<file path="config.mk">
export PLATFORM = sky130hd
export DESIGN_NAME = wavetable_voice_mixer
export DESIGN_NICKNAME = d
export VERILOG_FILES = /design/src/wvm_pkg.sv /design/src/wvm_ram.sv /design/src/wvm_ctrl.sv /design/src/wvm_datapath.sv /design/src/wavetable_voice_mixer.sv
export SDC_FILE = /design/constraint.sdc
export NUM_CORES = 2
export LEC_CHECK = 0
export BUFFER_PORTS_ARGS = -buffer_cell sky130_fd_sc_hd__buf_2
export CORE_MARGIN = 1.5
export CORE_UTILIZATION = 45
export CTS_CLUSTER_DIAMETER = 30
export DETAILED_ROUTE_END_ITERATION = 8
export PLACE_DENSITY = 0.72
export SYNTH_ARGS = -nofsm -noshare
export SYNTH_HDL_FRONTEND = slang
export SYNTH_SLANG_ARGS = --single-unit
export TNS_END_PERCENT = 50
</file>
<file path="constraint.sdc">
create_clock -name clock -period 9.5 [get_ports clock]
set_input_delay 0 -clock clock [delete_from_list [all_inputs] [get_ports clock]]
set_output_delay 0 -clock clock [all_outputs]
set_load 0.05 [all_outputs]
</file>
<file path="src/wvm_pkg.sv">
// Package of the voice mixer: constants, command and status types, oscillator functions.
`default_nettype none
package wvm_pkg;

   localparam int BLOCK_LEN = 64;
   localparam int VOICES    = 8;
   localparam int BUF_AW    = (BLOCK_LEN > 1) ? $clog2(BLOCK_LEN) : 1;
   localparam int SLOT_W    = (VOICES > 1) ? $clog2(VOICES) : 1;

   // Restoring divider for 2^24 / period: 25 dividend bits.
   localparam int DIV_STEPS = 25;
   localparam int DIV_CW    = 5;

   localparam logic [31:0] NOISE_SEED = 32'h0000_1234;
   localparam logic [31:0] NOISE_FILL = 32'h0000_ACE1;
   localparam logic [13:0] LEVEL_MAX  = 14'd4096;
   localparam logic [6:0]  PITCH_MAX  = 7'd119;

   typedef enum logic [1:0] {
      WAVE_SINE  = 2'd0,
      WAVE_TRI   = 2'd1,
      WAVE_SAW   = 2'd2,
      WAVE_NOISE = 2'd3
   } wave_type;

   typedef struct packed {
      logic              capture;
      logic              div_step;
      logic              mix_issue;
      logic              mix_done;
      logic              out_issue;
      logic              out_load;
      logic              first;
      logic              last_item;
      logic [BUF_AW-1:0] addr;
   } cmd_type;

   typedef struct packed {
      logic mix_en;
      logic last;
      logic pipe_busy;
      logic rsp_free;
   } status_type;

   function automatic logic [8:0] base_period(input logic [3:0] r);
      logic [8:0] v;
      unique case (r)
         4'd0:    v = 9'd428;
         4'd1:    v = 9'd404;
         4'd2:    v = 9'd381;
         4'd3:    v = 9'd360;
         4'd4:    v = 9'd339;
         4'd5:    v = 9'd320;
         4'd6:    v = 9'd302;
         4'd7:    v = 9'd285;
         4'd8:    v = 9'd269;
         4'd9:    v = 9'd254;
         4'd10:   v = 9'd240;
         4'd11:   v = 9'd226;
         default: v = 9'd226;
      endcase
      return v;
   endfunction

   // Note period from the clamped pitch: base table entry shifted by octave.
   function automatic logic [14:0] note_period(input logic signed [7:0] p);
      logic [6:0]  pc;
      logic [3:0]  oct;
      logic [6:0]  rem;
      logic [14:0] per;
      if (p < 0) begin
         pc = 7'd0;
      end else if (p[6:0] > PITCH_MAX) begin
         pc = PITCH_MAX;
      end else begin
         pc = p[6:0];
      end
      oct = 4'd0;
      for (int k = 1; k < 10; k++) begin
         if (pc >= 7'(12 * k)) oct = 4'(k);
      end
      rem = pc - 7'(oct) * 7'd12;
      per = {6'd0, base_period(rem[3:0])};
      if (oct < 4'd5) begin
         per = per << (4'd5 - oct);
      end else begin
         per = per >> (oct - 4'd5);
      end
      return per;
   endfunction

   function automatic logic signed [15:0] sine_rom(input logic [7:0] i);
      int ii;
      int x;
      int s;
      int para;
      ii   = int'(i);
      x    = ii - 128;
      s    = (ii < 128) ? (ii * 2 - 64) : (192 - ii * 2);
      para = 16384 - ((x * x) >>> 1);
      return 16'((para - 8192) * 3 + s * 8);
   endfunction

   function automatic logic [31:0] xorshift(input logic [31:0] v);
      logic [31:0] x;
      x = v;
      x = x ^ (x << 13);
      x = x ^ (x >> 17);
      x = x ^ (x << 5);
      return x;
   endfunction

   function automatic logic signed [15:0] wave_sample(input wave_type w,
                                                      input logic [7:0] i,
                                                      input logic [31:0] nx);
      logic signed [15:0] s;
      int ii;
      ii = int'(i);
      unique case (w)
         WAVE_SINE:  s = sine_rom(i);
         WAVE_TRI:   s = 16'(((ii < 128) ? (ii - 64) : (192 - ii)) * 256);
         WAVE_SAW:   s = 16'((ii - 128) * 256);
         WAVE_NOISE: s = 16'(int'(nx[13:0]) - 8192);
         default:    s = 16'sd0;
      endcase
      return s;
   endfunction

endpackage
`default_nettype wire

</file>
<file path="src/wvm_ram.sv">
// Generic simple dual-port RAM with registered read.
`default_nettype none
module wvm_ram #(
   parameter int WIDTH = 16,
   parameter int DEPTH = 64
) (
   input  wire logic                                   clock,
   input  wire logic                                   we,
   input  wire logic [((DEPTH > 1) ? $clog2(DEPTH) : 1)-1:0] waddr,
   input  wire logic [WIDTH-1:0]                       wdata,
   input  wire logic [((DEPTH > 1) ? $clog2(DEPTH) : 1)-1:0] raddr,
   output logic      [WIDTH-1:0]                       rdata
);

   logic [WIDTH-1:0] mem_ff [DEPTH];

   always_ff @(posedge clock) begin
      if (we) mem_ff[waddr] <= wdata;
      rdata <= mem_ff[raddr];
   end

endmodule
`default_nettype wire

</file>
<file path="src/wvm_ctrl.sv">
// Controller state machine of the voice mixer.
`default_nettype none
module wvm_ctrl import wvm_pkg::*; (
   input  wire logic       clock,
   input  wire logic       reset,
   input  wire logic       req_valid,
   output logic            req_stall,
   input  wire status_type status,
   output cmd_type         cmd
);

   typedef enum logic [2:0] {
      ST_IDLE,
      ST_DIV,
      ST_MIX,
      ST_DRAIN,
      ST_OUT_RD,
      ST_OUT_WAIT
   } state_type;

   state_type         state_ff, state_in;
   logic [BUF_AW-1:0] idx_ff, idx_in;
   logic [DIV_CW-1:0] dcnt_ff, dcnt_in;

   localparam logic [BUF_AW-1:0] IDX_LAST = BUF_AW'(BLOCK_LEN - 1);
   localparam logic [DIV_CW-1:0] DIV_LAST = DIV_CW'(DIV_STEPS - 1);

   always_comb begin
      state_in  = state_ff;
      idx_in    = idx_ff;
      dcnt_in   = dcnt_ff;
      cmd       = '0;
      cmd.addr  = idx_ff;
      req_stall = (state_ff != ST_IDLE);
      unique case (state_ff)
         ST_IDLE: begin
            if (req_valid) begin
               cmd.capture = 1'b1;
               dcnt_in     = '0;
               state_in    = ST_DIV;
            end
         end
         ST_DIV: begin
            if (!status.mix_en) begin
               idx_in   = '0;
               state_in = status.last ? ST_OUT_RD : ST_IDLE;
            end else begin
               cmd.div_step = 1'b1;
               dcnt_in      = dcnt_ff + 1'b1;
               if (dcnt_ff == DIV_LAST) begin
                  idx_in   = '0;
                  state_in = ST_MIX;
               end
            end
         end
         ST_MIX: begin
            cmd.mix_issue = 1'b1;
            idx_in        = idx_ff + 1'b1;
            if (idx_ff == IDX_LAST) begin
               state_in = ST_DRAIN;
            end
         end
         ST_DRAIN: begin
            if (!status.pipe_busy) begin
               cmd.mix_done = 1'b1;
               idx_in       = '0;
               state_in     = status.last ? ST_OUT_RD : ST_IDLE;
            end
         end
         ST_OUT_RD: begin
            if (status.rsp_free) begin
               cmd.out_issue = 1'b1;
               state_in      = ST_OUT_WAIT;
            end
         end
         ST_OUT_WAIT: begin
            cmd.out_load  = 1'b1;
            cmd.first     = (idx_ff == '0);
            cmd.last_item = (idx_ff == IDX_LAST);
            idx_in        = idx_ff + 1'b1;
            state_in      = (idx_ff == IDX_LAST) ? ST_IDLE : ST_OUT_RD;
         end
         default: state_in = ST_IDLE;
      endcase
   end

   always_ff @(posedge clock) begin
      if (reset) begin
         state_ff <= ST_IDLE;
         idx_ff   <= '0;
         dcnt_ff  <= '0;
      end else begin
         state_ff <= state_in;
         idx_ff   <= idx_in;
         dcnt_ff  <= dcnt_in;
      end
   end

endmodule
`default_nettype wire

</file>
<file path="src/wvm_datapath.sv">
// Datapath of the voice mixer: divider, oscillator, mix pipeline, buffer and output filter.
`default_nettype none
module wvm_datapath import wvm_pkg::*; (
   input  wire logic              clock,
   input  wire logic              reset,
   input  wire logic [2:0]        req_voice_index,
   input  wire logic              req_active,
   input  wire logic signed [7:0] req_pitch,
   input  wire logic              req_instr_valid,
   input  wire logic              req_has_envelope,
   input  wire logic [1:0]        req_wave,
   input  wire logic signed [15:0] req_envelope_point,
   input  wire logic              req_last_voice,
   input  wire cmd_type           cmd,
   output status_type             status,
   output logic                   rsp_valid,
   input  wire logic              rsp_stall,
   output logic signed [15:0]     rsp_sample,
   output logic                   rsp_last_sample
);

   // Descriptor registers.
   wave_type           wave_ff;
   logic signed [13:0] lvl_ff;
   logic [14:0]        period_ff;
   logic               last_ff, mix_en_ff;
   logic [SLOT_W-1:0]  slot_ff;

   logic [31:0] phase_ff;
   logic [31:0] voice_phase_ff [VOICES];
   logic [31:0] noise_ff;

   logic [14:0] div_rem_ff;
   logic [24:0] div_dvd_ff, div_q_ff;

   logic signed [15:0] s_ff, buf_ff, prev_ff;
   logic signed [29:0] prod_ff;
   logic               v1_ff, v2_ff;
   logic [BUF_AW-1:0]  a1_ff, a2_ff;
   logic               block_open_ff, clean_ff;
   logic               rsp_valid_ff;

   // Capture logic.
   logic [SLOT_W-1:0]  req_slot;
   logic               req_in_range;
   logic signed [16:0] env_ext, env_abs;
   logic signed [13:0] req_lvl;

   assign req_slot     = SLOT_W'(req_voice_index);
   assign req_in_range = (32'(req_voice_index) < 32'(VOICES));
   assign env_ext      = 17'(req_envelope_point);
   assign env_abs      = (env_ext < 0) ? -env_ext : env_ext;
   assign req_lvl      = (!(req_instr_valid && req_has_envelope)) ? 14'sd0 :
                         (env_abs > 17'sd4096) ? LEVEL_MAX : env_abs[13:0];

   // Divider step.
   logic [14:0] rem_sh;
   logic        rem_ge;
   assign rem_sh = {div_rem_ff[13:0], div_dvd_ff[24]};
   assign rem_ge = (rem_sh >= period_ff);

   // Oscillator stage.
   logic [31:0]        step;
   logic [31:0]        noise_src, noise_nx;
   logic signed [15:0] osc_s;
   assign step      = {8'd0, div_q_ff[23:0]};
   assign noise_src = (noise_ff == '0) ? NOISE_FILL : noise_ff;
   assign noise_nx  = xorshift(noise_src);
   assign osc_s     = wave_sample(wave_ff, phase_ff[31:24], noise_nx);

   // Buffer and accumulate stage.
   logic [15:0]        rdata;
   logic signed [15:0] rd_s;
   logic signed [29:0] prod_c, prod_sh;
   logic signed [16:0] sum;
   logic signed [15:0] sat;

   assign rd_s    = clean_ff ? 16'sd0 : $signed(rdata);
   assign prod_c  = s_ff * lvl_ff;
   assign prod_sh = prod_ff >>> 13;
   assign sum     = 17'(buf_ff) + prod_sh[16:0];
   assign sat     = (sum > 17'sd32767) ? 16'sh7fff :
                    (sum < -17'sd32768) ? 16'sh8000 : sum[15:0];

   wvm_ram #(.WIDTH(16), .DEPTH(BLOCK_LEN)) u_buf (
      .clock (clock),
      .we    (v2_ff),
      .waddr (a2_ff),
      .wdata (sat),
      .raddr (cmd.addr),
      .rdata (rdata)
   );

   // Two-tap average, truncated toward zero.
   logic signed [15:0] prev_sel;
   logic signed [16:0] tot, tot_adj;
   assign prev_sel = cmd.first ? 16'sd0 : prev_ff;
   assign tot      = 17'(rd_s) + 17'(prev_sel);
   assign tot_adj  = tot + ((tot < 0) ? 17'sd1 : 17'sd0);

   always_ff @(posedge clock) begin
      if (cmd.capture) begin
         wave_ff   <= req_instr_valid ? wave_type'(req_wave) : WAVE_SINE;
         lvl_ff    <= req_lvl;
         period_ff <= note_period(req_pitch);
         last_ff   <= req_last_voice;
         slot_ff   <= req_slot;
         if (req_in_range) phase_ff <= voice_phase_ff[req_slot];
         div_rem_ff <= '0;
         div_dvd_ff <= 25'h100_0000;
         div_q_ff   <= '0;
      end
      if (cmd.div_step) begin
         div_rem_ff <= rem_ge ? (rem_sh - period_ff) : rem_sh;
         div_dvd_ff <= div_dvd_ff << 1;
         div_q_ff   <= {div_q_ff[23:0], rem_ge};
      end
      if (cmd.mix_issue) begin
         s_ff     <= osc_s;
         phase_ff <= phase_ff + step;
      end
      a1_ff   <= cmd.addr;
      prod_ff <= prod_c;
      buf_ff  <= rd_s;
      a2_ff   <= a1_ff;
      if (cmd.out_load) begin
         rsp_sample      <= tot_adj[16:1];
         rsp_last_sample <= cmd.last_item;
         prev_ff         <= rd_s;
      end
   end

   always_ff @(posedge clock) begin
      if (reset) begin
         mix_en_ff     <= 1'b0;
         noise_ff      <= NOISE_SEED;
         v1_ff         <= 1'b0;
         v2_ff         <= 1'b0;
         block_open_ff <= 1'b0;
         clean_ff      <= 1'b0;
         rsp_valid_ff  <= 1'b0;
         for (int v = 0; v < VOICES; v++) voice_phase_ff[v] <= '0;
      end else begin
         v1_ff <= cmd.mix_issue;
         v2_ff <= v1_ff;
         if (cmd.capture) begin
            mix_en_ff <= req_active && req_in_range;
            if (!block_open_ff) begin
               block_open_ff <= 1'b1;
               clean_ff      <= 1'b1;
            end
         end
         if (cmd.mix_issue) begin
            voice_phase_ff[slot_ff] <= phase_ff + step;
            if (wave_ff == WAVE_NOISE) noise_ff <= noise_nx;
         end
         if (cmd.mix_done) clean_ff <= 1'b0;
         if (cmd.out_load && cmd.last_item) block_open_ff <= 1'b0;
         if (cmd.out_load) begin
            rsp_valid_ff <= 1'b1;
         end else if (!rsp_stall) begin
            rsp_valid_ff <= 1'b0;
         end
      end
   end

   assign rsp_valid        = rsp_valid_ff;
   assign status.mix_en    = mix_en_ff;
   assign status.last      = last_ff;
   assign status.pipe_busy = v1_ff || v2_ff;
   assign status.rsp_free  = !rsp_valid_ff || !rsp_stall;

endmodule
`default_nettype wire

</file>
<file path="src/wavetable_voice_mixer.sv">
// Top level of the wavetable voice mixer.
// A sounding voice passes through accept, the divider steps, the mix loop and a drain of the pipeline.
// A skipped voice returns from the divider state unmixed; the mix loop issues one sample per cycle.
// On the last voice, 64 samples follow from the registered buffer; an output stall holds each read.
// Reset is synchronous and active high; it clears phases, noise seed, framing and handshakes.
// The mix buffer needs no clearing pass: the first mix of each block reads it as zero.
`default_nettype none
module wavetable_voice_mixer import wvm_pkg::*; (
   input  wire logic               clock,
   input  wire logic               reset,
   input  wire logic               req_valid,
   output logic                    req_stall,
   input  wire logic [2:0]         req_voice_index,
   input  wire logic               req_active,
   input  wire logic signed [7:0]  req_pitch,
   input  wire logic               req_instr_valid,
   input  wire logic               req_has_envelope,
   input  wire logic [1:0]         req_wave,
   input  wire logic signed [15:0] req_envelope_point,
   input  wire logic               req_last_voice,
   output logic                    rsp_valid,
   input  wire logic               rsp_stall,
   output logic signed [15:0]      rsp_sample,
   output logic                    rsp_last_sample
);

   // The controller sequences each sounding request through divide and mix phases and
   // emits the block after the last one; the datapath holds every register that carries data.
   cmd_type    cmd;
   status_type status;

   wvm_ctrl u_ctrl (
      .clock     (clock),
      .reset     (reset),
      .req_valid (req_valid),
      .req_stall (req_stall),
      .status    (status),
      .cmd       (cmd)
   );

   // The output register lets a new request be taken while the final sample waits.
   wvm_datapath u_dp (
      .clock              (clock),
      .reset              (reset),
      .req_voice_index    (req_voice_index),
      .req_active         (req_active),
      .req_pitch          (req_pitch),
      .req_instr_valid    (req_instr_valid),
      .req_has_envelope   (req_has_envelope),
      .req_wave           (req_wave),
      .req_envelope_point (req_envelope_point),
      .req_last_voice     (req_last_voice),
      .cmd                (cmd),
      .status             (status),
      .rsp_valid          (rsp_valid),
      .rsp_stall          (rsp_stall),
      .rsp_sample         (rsp_sample),
      .rsp_last_sample    (rsp_last_sample)
   );

endmodule
`default_nettype wire

</file>
==> impl_metrics.ini <==
[status]
status = complete, no violations

[cells_and_area]
drive_above_1_share_pct = 20.10
n_fill_cell = 12950
layout.nets = 6016
final_area_sq_um = 91630
synthToLayoutAreaGrowth_pct = 18.64
finish.utilization_pct = 53.95

[cts]
root_buffer = clkbuf_16
clk_pin_slew_ns = 0.04
numCtsBuffers = 316
cts_tree = built
worstSkewPairLatency_ns = 0.94
htree_levels = 5
clockBufferDepth = 4
clkSinkCount = 1548

[routing]
num_vias = 46370
routed_via_density = 5.846
drc = 0
wl_um = 193400
wl_per_cell_um = 24.39
ant_nets = 0
drt_iter0_drc = 4438
firstDrtPassIters = 6

[floorplan]
io_pins = 56
fp.dieW_um = 417.3
rows = 151
dieArea_sq_um = 174100
fp.coreArea_sq_um = 169800
dieHeight_um = 417.3
initial_core_util_pct = 45.47

[yosys]
yosysTopAreaCell = edfxtp_1
synth_cell_types = 98
yosys.cell_count.top_type = edfxtp_1
syn_avg_cell_area_sq_um = 14.95
synth-main-ff-cell = edfxtp_1
netlist_area_sq_um = 77230
yosysSeqAreaShare_pct = 58.72
ys_ff_latch = 1548
synth_async_sr_flop_share_pct = 0
postSynthCellCount = 5166
ys_warn_count = 0
synth_edf_count = 1435
yosys-top-cells-area = edfxtp_1 56%, mux4_2 12%, fa_1 7.3%
synth_top_area_share_pct = 55.79
synthTopCellsByCount = 1435 x edfxtp_1, 483 x nor2_1, 404 x mux4_2, 353 x inv_1, 281 x fa_1
syn_nets = 5712

[grt]
grt_max_degree = 67
grt_pass1_wl_um = 294100
gr-total-overflow = 0
grt_pass1_vias = 48530
use_met2_pct = 37.43
grt_antenna_before_repair = 8
track_usage_pct = 22.34
grt.busiest_layer = met2
gr-usage-met3_pct = 4.823
grt.met1_usage_pct = 28.04

[sta]
max-slew-margin-rel_pct = 6.363
post-route-min-period_ns = 8.261
fin_tns_setup_ns = 0
finalHoldViolations = 0
timing.final.max_slew_violations = 0
max_freq_mhz = 121.0
finClkSkew_ns = 0.1270
rsz0062_at_grt = false
period_share_pct = 86.96
tightest_slew_ns = 1.399
setup_violations = 0

[place]
placed_area_sq_um = 80460
port_buffers = 55
hpwlAfterDp_um = 109200
gp_congestion = 0.8715

[setup_path]
cp-start-kind = flip-flop
rrSetupSlack_ns = 1.24
crit_fanout = 10
arrival_ns = 8.84
cp-end-kind = flip-flop
path_class = reg2reg
required_ns = 10.08

[job]
max-cap-violations = 0

[hold_path]
hold_class = in2reg
-- placed cells by master, fill, tap and decap left out, types with 119 or more instances in the layout --
master     synthesis  final
mux4_2           404    404
xnor2_1          142    141
inv_1            353    350
nor2_1           483    483
buf_4              3    126
nand2_1          269    269
ha_1             228    228
clkbuf_16          0    323
edfxtp_1        1435   1435
and2_1           119    119
fa_1             281    281
a21oi_1          184    178
-- metal layers --
layer | vias to the layer above | share of wire (%)
li1 | 19920 | -
met1 | 23760 | 38
met2 | 2250 | 50
met3 | 429 | 8.3
met4 | 6 | 4.0
met5 | - | 0.024
-- final timing paths --
path                               startpoint                            end  cells past startpoint
setup / recovery  u_dp.phase_ff[30]$_DFFE_PP_        u_dp.s_ff[12]$_DFFE_PP_                     27
hold / removal                req_instr_valid  u_dp.wave_ff[1]$_SDFFCE_PN0P_                      3
setup reg to reg  u_dp.phase_ff[30]$_DFFE_PP_        u_dp.s_ff[12]$_DFFE_PP_                     27
hold reg to reg         u_dp.a1_ff[2]$_DFF_P_          u_dp.a2_ff[2]$_DFF_P_                      0
-- logic make-up (layout without fill, tap and decap cells) --
group	Yosys count	in the layout	synth area share, %
flip-flops	1548	1548	58.72
AND/OR/NAND/NOR	1252	1252	7.656
buffers and inverters	616	1162	3.033
AO/OA/AOI/OAI	568	568	4.683
adder cells (fa/ha/maj)	511	511	11.00
multiplexers	442	442	12.29
XOR/XNOR	228	228	2.610
other	1	2	0.004855
-- sequential cells by signal, summed over array words and instances, names as in the netlist, 5 cells and up --
| name | cells |
|---|---|
| u_dp.lvl_ff | 14 |
| u_dp.buf_ff | 16 |
| u_dp.prev_ff | 16 |
| u_dp.noise_ff | 32 |
| u_dp.div_q_ff | 24 |
| u_dp.voice_phase_ff | 256 |
| u_dp.a2_ff | 6 |
| u_dp.u_buf.rdata | 16 |
| u_dp.div_rem_ff | 14 |
| u_dp.u_buf.mem_ff | 1024 |
| u_ctrl.idx_ff | 6 |
| u_dp.phase_ff | 32 |
| u_dp.prod_ff | 17 |
| u_dp.period_ff | 15 |
| u_dp.a1_ff | 6 |
| u_dp.rsp_sample | 16 |
| u_dp.s_ff | 16 |
| u_ctrl.dcnt_ff | 5 |
-- final cells by class --
| type | instances | area, sq um | area share (%) |
|---|---|---|---|
| Clock inverter | 205 | 2331 | 2.544 |
| Antenna cell | 1 | 2.502 | 0.002731 |
| Tap cell | 2218 | 2775 | 3.029 |
| Clock buffer | 355 | 8203 | 8.952 |
| Sequential cell | 1548 | 45370 | 49.51 |
| Multi-Input combinational cell | 3002 | 29750 | 32.47 |
| Inverter | 359 | 1348 | 1.471 |
| Timing Repair Buffer | 243 | 1847 | 2.016 |
-- critical path, stage by stage (launching register included) --
cell and delay, ns:
edfxtp_1 0.56, clkinv_1 0.41, nor2_1 0.29, inv_1 0.09
fa_1 0.56, inv_1 0.07, fa_1 0.50, inv_1 0.06
fa_1 0.53, inv_1 0.05, fa_1 0.44, ha_1 0.29
ha_1 0.34, nor2b_4 0.15, o21a_1 0.17, or3_1 0.35
and2_4 0.18, xnor2_1 0.28, ha_1 0.30, fa_1 0.45
ha_1 0.35, a21boi_0 0.27, o21ai_0 0.16, a21boi_0 0.24
o21ai_0 0.14, nor2b_1 0.16, xnor2_1 0.13, mux4_2 0.45
-- stage by stage --
step                setup WS, ns  hold slack [ns]  instances
floorplan                  2.030          0.07991       5166
global placement           1.429           0.2805       7307
detailed placement         1.361           0.2801       7307
CTS                        1.260          0.01124       7930
global route              0.6588          0.08833       7931
finish                     1.239          0.07872       7931
-- repair_timing --
action / in CTS / in global routing
setup buffers: 0 / 0
endpoints found under the hold margin: 83 / 0
hold buffers: 63 / 0
gates resized for setup: 0 / 0
Power is not shown: default switching activity piles up to over one toggle a cycle in this logic, so the estimate is an artifact.
